<file path="src/hw/rtl/bah_pkg.sv">
// bah_pkg: shared constants for the block averaging histogram
// item mode codes, field widths, the lowest-value reset value and the bin saturation limit; no dependencies
package bah_pkg;

  localparam int unsigned DATA_W = 12;
  localparam int unsigned BIN_W  = 16;

  localparam logic [1:0] MODE_SAMPLE = 2'd0;
  localparam logic [1:0] MODE_FLUSH  = 2'd1;
  localparam logic [1:0] MODE_READ   = 2'd2;
  localparam logic [1:0] MODE_CLEAR  = 2'd3;

  localparam logic [DATA_W-1:0] LOW_RESET = {DATA_W{1'b1}};
  localparam logic [BIN_W-1:0]  BIN_MAX   = {BIN_W{1'b1}};

endpackage

</file>
<file path="src/hw/rtl/bah_div.sv">
// bah_div: iterative restoring divider, one quotient bit per cycle
// gives a DATA_W-bit quotient for a dividend known to divide below 2**DATA_W; uses bah_pkg
module bah_div #(
  parameter int unsigned FILL_W = 7
) (
  input  logic                            clk,
  input  logic                            rst_n,
  input  logic                            start,
  input  logic [bah_pkg::DATA_W+FILL_W-1:0] dividend,
  input  logic [FILL_W-1:0]               divisor,
  output logic                            done,
  output logic [bah_pkg::DATA_W-1:0]      quotient
);

  localparam int unsigned DW    = bah_pkg::DATA_W;
  localparam int unsigned CNT_W = $clog2(DW);

  logic [FILL_W-1:0] rem_r, rem_nxt;
  logic [DW-1:0]     shf_r, shf_nxt;
  logic [FILL_W-1:0] dvs_r, dvs_nxt;
  logic [CNT_W-1:0]  cnt_r, cnt_nxt;
  logic              busy_r, busy_nxt;
  logic              done_r, done_nxt;
  logic [FILL_W+1:0] diff;

  assign diff = {1'b0, rem_r, shf_r[DW-1]} - {2'b00, dvs_r};

  always_comb begin
    rem_nxt  = rem_r;
    shf_nxt  = shf_r;
    dvs_nxt  = dvs_r;
    cnt_nxt  = cnt_r;
    busy_nxt = busy_r;
    done_nxt = 1'b0;
    if (start) begin
      rem_nxt  = dividend[DW+FILL_W-1:DW];
      shf_nxt  = dividend[DW-1:0];
      dvs_nxt  = divisor;
      cnt_nxt  = '0;
      busy_nxt = 1'b1;
    end else if (busy_r) begin
      if (!diff[FILL_W+1]) begin
        rem_nxt = diff[FILL_W-1:0];
        shf_nxt = {shf_r[DW-2:0], 1'b1};
      end else begin
        rem_nxt = {rem_r[FILL_W-2:0], shf_r[DW-1]};
        shf_nxt = {shf_r[DW-2:0], 1'b0};
      end
      cnt_nxt = cnt_r + 1'b1;
      if (cnt_r == CNT_W'(DW - 1)) begin
        busy_nxt = 1'b0;
        done_nxt = 1'b1;
      end
    end
  end

  always_ff @(posedge clk) begin
    if (!rst_n) begin
      busy_r <= 1'b0;
      done_r <= 1'b0;
      cnt_r  <= '0;
    end else begin
      busy_r <= busy_nxt;
      done_r <= done_nxt;
      cnt_r  <= cnt_nxt;
    end
    rem_r <= rem_nxt;
    shf_r <= shf_nxt;
    dvs_r <= dvs_nxt;
  end

  assign done     = done_r;
  assign quotient = shf_r;

endmodule

</file>
<file path="config.mk">
export PLATFORM = sky130hd
export DESIGN_NAME = bah_div
export DESIGN_NICKNAME = d
export VERILOG_FILES = /design/src/hw/rtl/bah_pkg.sv /design/src/hw/rtl/bah_div.sv
export SDC_FILE = /design/constraint.sdc
export NUM_CORES = 1
export LEC_CHECK = 0
export ABC_CLOCK_PERIOD_IN_PS = 5450
export CAP_MARGIN = 20
export CORE_MARGIN = 4
export CORE_UTILIZATION = 60
export DETAILED_ROUTE_END_ITERATION = 8
export DONT_BUFFER_PORTS = 1
export PLACE_DENSITY = 0.76
export SETUP_SLACK_MARGIN = 0.02
export SYNTH_ARGS = -nofsm -noshare
export SYNTH_HDL_FRONTEND = slang
export SYNTH_SLANG_ARGS = --single-unit
</file>
<file path="constraint.sdc">
create_clock -name clk -period 5.45 [get_ports clk]
set_clock_uncertainty 0.15 [all_clocks]
set_input_delay 0.545 -clock clk [delete_from_list [all_inputs] [get_ports clk]]
set_output_delay 0.545 -clock clk [all_outputs]
set_load 0.01 [all_outputs]
</file>
==> results.yml <==
status:
  status: "finished, final reports clean"
placed_design:
  hpwl_um: 2336
  place.gp.congestion: 0.9300
  place_ws_ns: 3.006
  port_buffers: 0
worst_setup_path:
  critPathArrivalTime_ns: 2.47
  critPathKind: "flip-flop to flip-flop"
  critPathRequiredTime_ns: 5.44
  crit_fanout: 4
  end_kind: "flip-flop"
  start_kind: "flip-flop"
layout:
  final_layout_size_suffix_gt1_share_pct: 16.55
  area_delta_synth_final_pct: 5.107
  nets: 182
  antennaDiodeCount: 0
  most-common-layout-cells: "edfxtp_1, inv_1, mux2_2"
  utilization_pct: 68.60
  n_fill_cell: 199
  final_common_cell: "edfxtp_1"
power_and_ir_drop:
  p_leak_nw: 0.6680
  power_density_nw_per_um2: 358.1
  vdd_drop_max_v: 0.0002480
  power_mw: 0.6363
yosys:
  syn_nets: 180
  yosys.cell_types.count: 39
  syn_area_per_cell_um2: 11.90
  yosysWarnings: 0
  synthTopCellsByArea: "edfxtp_1, mux2_2, dfxtp_1"
  ys_seq_area_share_pct: 53.29
  syn-instance-count: 142
  synth.ff_latch_count: 32
  ys.flop_type: "edfxtp_1"
  synth_area_leader_cell: "edfxtp_1"
  ys_async_sr_fraction_pct: 0
  syn_area_um2: 1690
  synth_edf_count: 26
  synth_top_area_share_pct: 46.19
timing:
  slew_headroom_pct: 69.96
  fin_hold_ws_ns: 0.1599
  tightest_slew_ns: 0.4392
  fmax_ghz: 0.4037
  post-route-min-period_ns: 2.477
  fin_ws_ns: 2.973
  finalHoldViolCount: 0
  setup-violations-final: 0
  tns_ns: 0
  grt_setup_unrepaired: "false"
  period_share_pct: 45.46
  slew_violations: 0
drt:
  via_count: 1115
  postRouteAntennaNets: 0
  routed_wirelength_um: 3259
  drc_errors: 0
  drt_iter0_markers: 43
  first_pass_iters: 4
  drt-wirelength-per-cell_um: 18.62
  viasPerCell: 6.371
cts:
  holdBufCountCts: 0
  cts_tree: "done"
  clkTransAtPathRegs_ns: 0.10
  cts_root_buf: "clkbuf_4"
  cts_buffers: 5
  post-cts-setup-buffer-count: 0
  ctsResizeCount: 0
  cts_max_path_buffers: 2
  clock_sinks: 32
  clk_latency_ns: 0.32
  htree_levels: 2
run:
  max-cap-violations: 0
floorplanning:
  ios: 42
  core_um2: 2590
  dieArea_um2: 3731
  die_height_um: 61.08
  initial_utilization_pct: 65.27
  rows: 18
  die_w_um: 61.08
global_routing:
  grt_pass1_wl_um: 5133
  grt_overflow: 0
  busiest_layer: "met2"
  antenna_found_initial: 0
  grtUsageMet2_pct: 32.33
  grt_max_degree: 42
  first_global_vias: 1150
  use_met1_pct: 21.80
  grt_use_met3_pct: 5.451
  track_usage_pct: 19.24
min_path:
  min-delay-path-class: "input pin to flip-flop"
-- worst max-delay path, stage by stage, from the launching register on --
cell      delay (ns)
edfxtp_1        0.42
inv_1           0.08
ha_1            0.22
fa_1            0.39
nand2b_1        0.23
a211oi_2        0.34
nor2_1          0.17
o311ai_1        0.30
-- per-layer routing --
| layer | routed length, um | vias up |
|---|---|---|
| met2 | 1661 | 40 |
| met1 | 1327 | 534 |
| li1 | - | 532 |
| met4 | 93 | 0 |
| met5 | 0 | - |
| met3 | 176 | 9 |
-- worst paths after layout --
kind	start	to	slack (ns)	cells after the start
hold / removal	divisor[4]	dvs_r[4]	0.16	0
setup / recovery	quotient[11]	rem_r[3]	2.97	7
hold reg to reg	cnt_r[3]	done	0.36	2
setup reg to reg	quotient[11]	rem_r[3]	2.97	7
-- per-stage QoR --
step | std cells | cell area (um2)
finish | 175 | 1777
global route | 175 | 1777
CTS | 175 | 1777
detailed placement | 167 | 1708
global placement | 167 | 1708
floorplan | 142 | 1690
-- power breakdown --
part / leakage (nW) / internal, mW / total (mW) / switching, mW
logic: 0.321 / 0.0704 / 0.163 / 0.0923
registers: 0.308 / 0.300 / 0.322 / 0.0211
clock network: 0.0386 / 0.0759 / 0.152 / 0.0762
total: 0.668 / 0.447 / 0.636 / 0.190
-- Yosys cell counts (4+ instances only) --
cell      number
nand2_1        4
mux2_2        11
edfxtp_1      26
a21oi_1        6
nand2b_1       7
clkbuf_1       4
dfxtp_1        6
inv_1         11
nor3_1         4
ha_1           8
nor2_1        10
-- cells by family after synthesis --
| logic type | after synthesis | share of synthesized area, % |
|---|---|---|
| multiplexers | 12 | 7.920 |
| XOR/XNOR | 5 | 2.591 |
| adder cells (fa/ha/maj) | 9 | 7.106 |
| buffers and inverters | 16 | 3.626 |
| flip-flops | 32 | 53.29 |
| AO/OA/AOI/OAI | 26 | 11.70 |
| AND/OR/NAND/NOR | 42 | 13.77 |
-- cell type report --
class                           count  area (um2)  area share (%)
Sequential cell                    32       900.9           50.70
Multi-Input combinational cell     94       728.2           40.99
Clock buffer                        8       68.82           3.873
Inverter                           11       41.29           2.324
Tap cell                           30       37.54           2.113
-- sequential cells by signal, summed over array words and instances (netlist names) --
name      count
done          1
cnt_r         4
dvs_r         7
quotient     12
rem_r         7
busy_r        1
(Power assumes the default switching activity.)
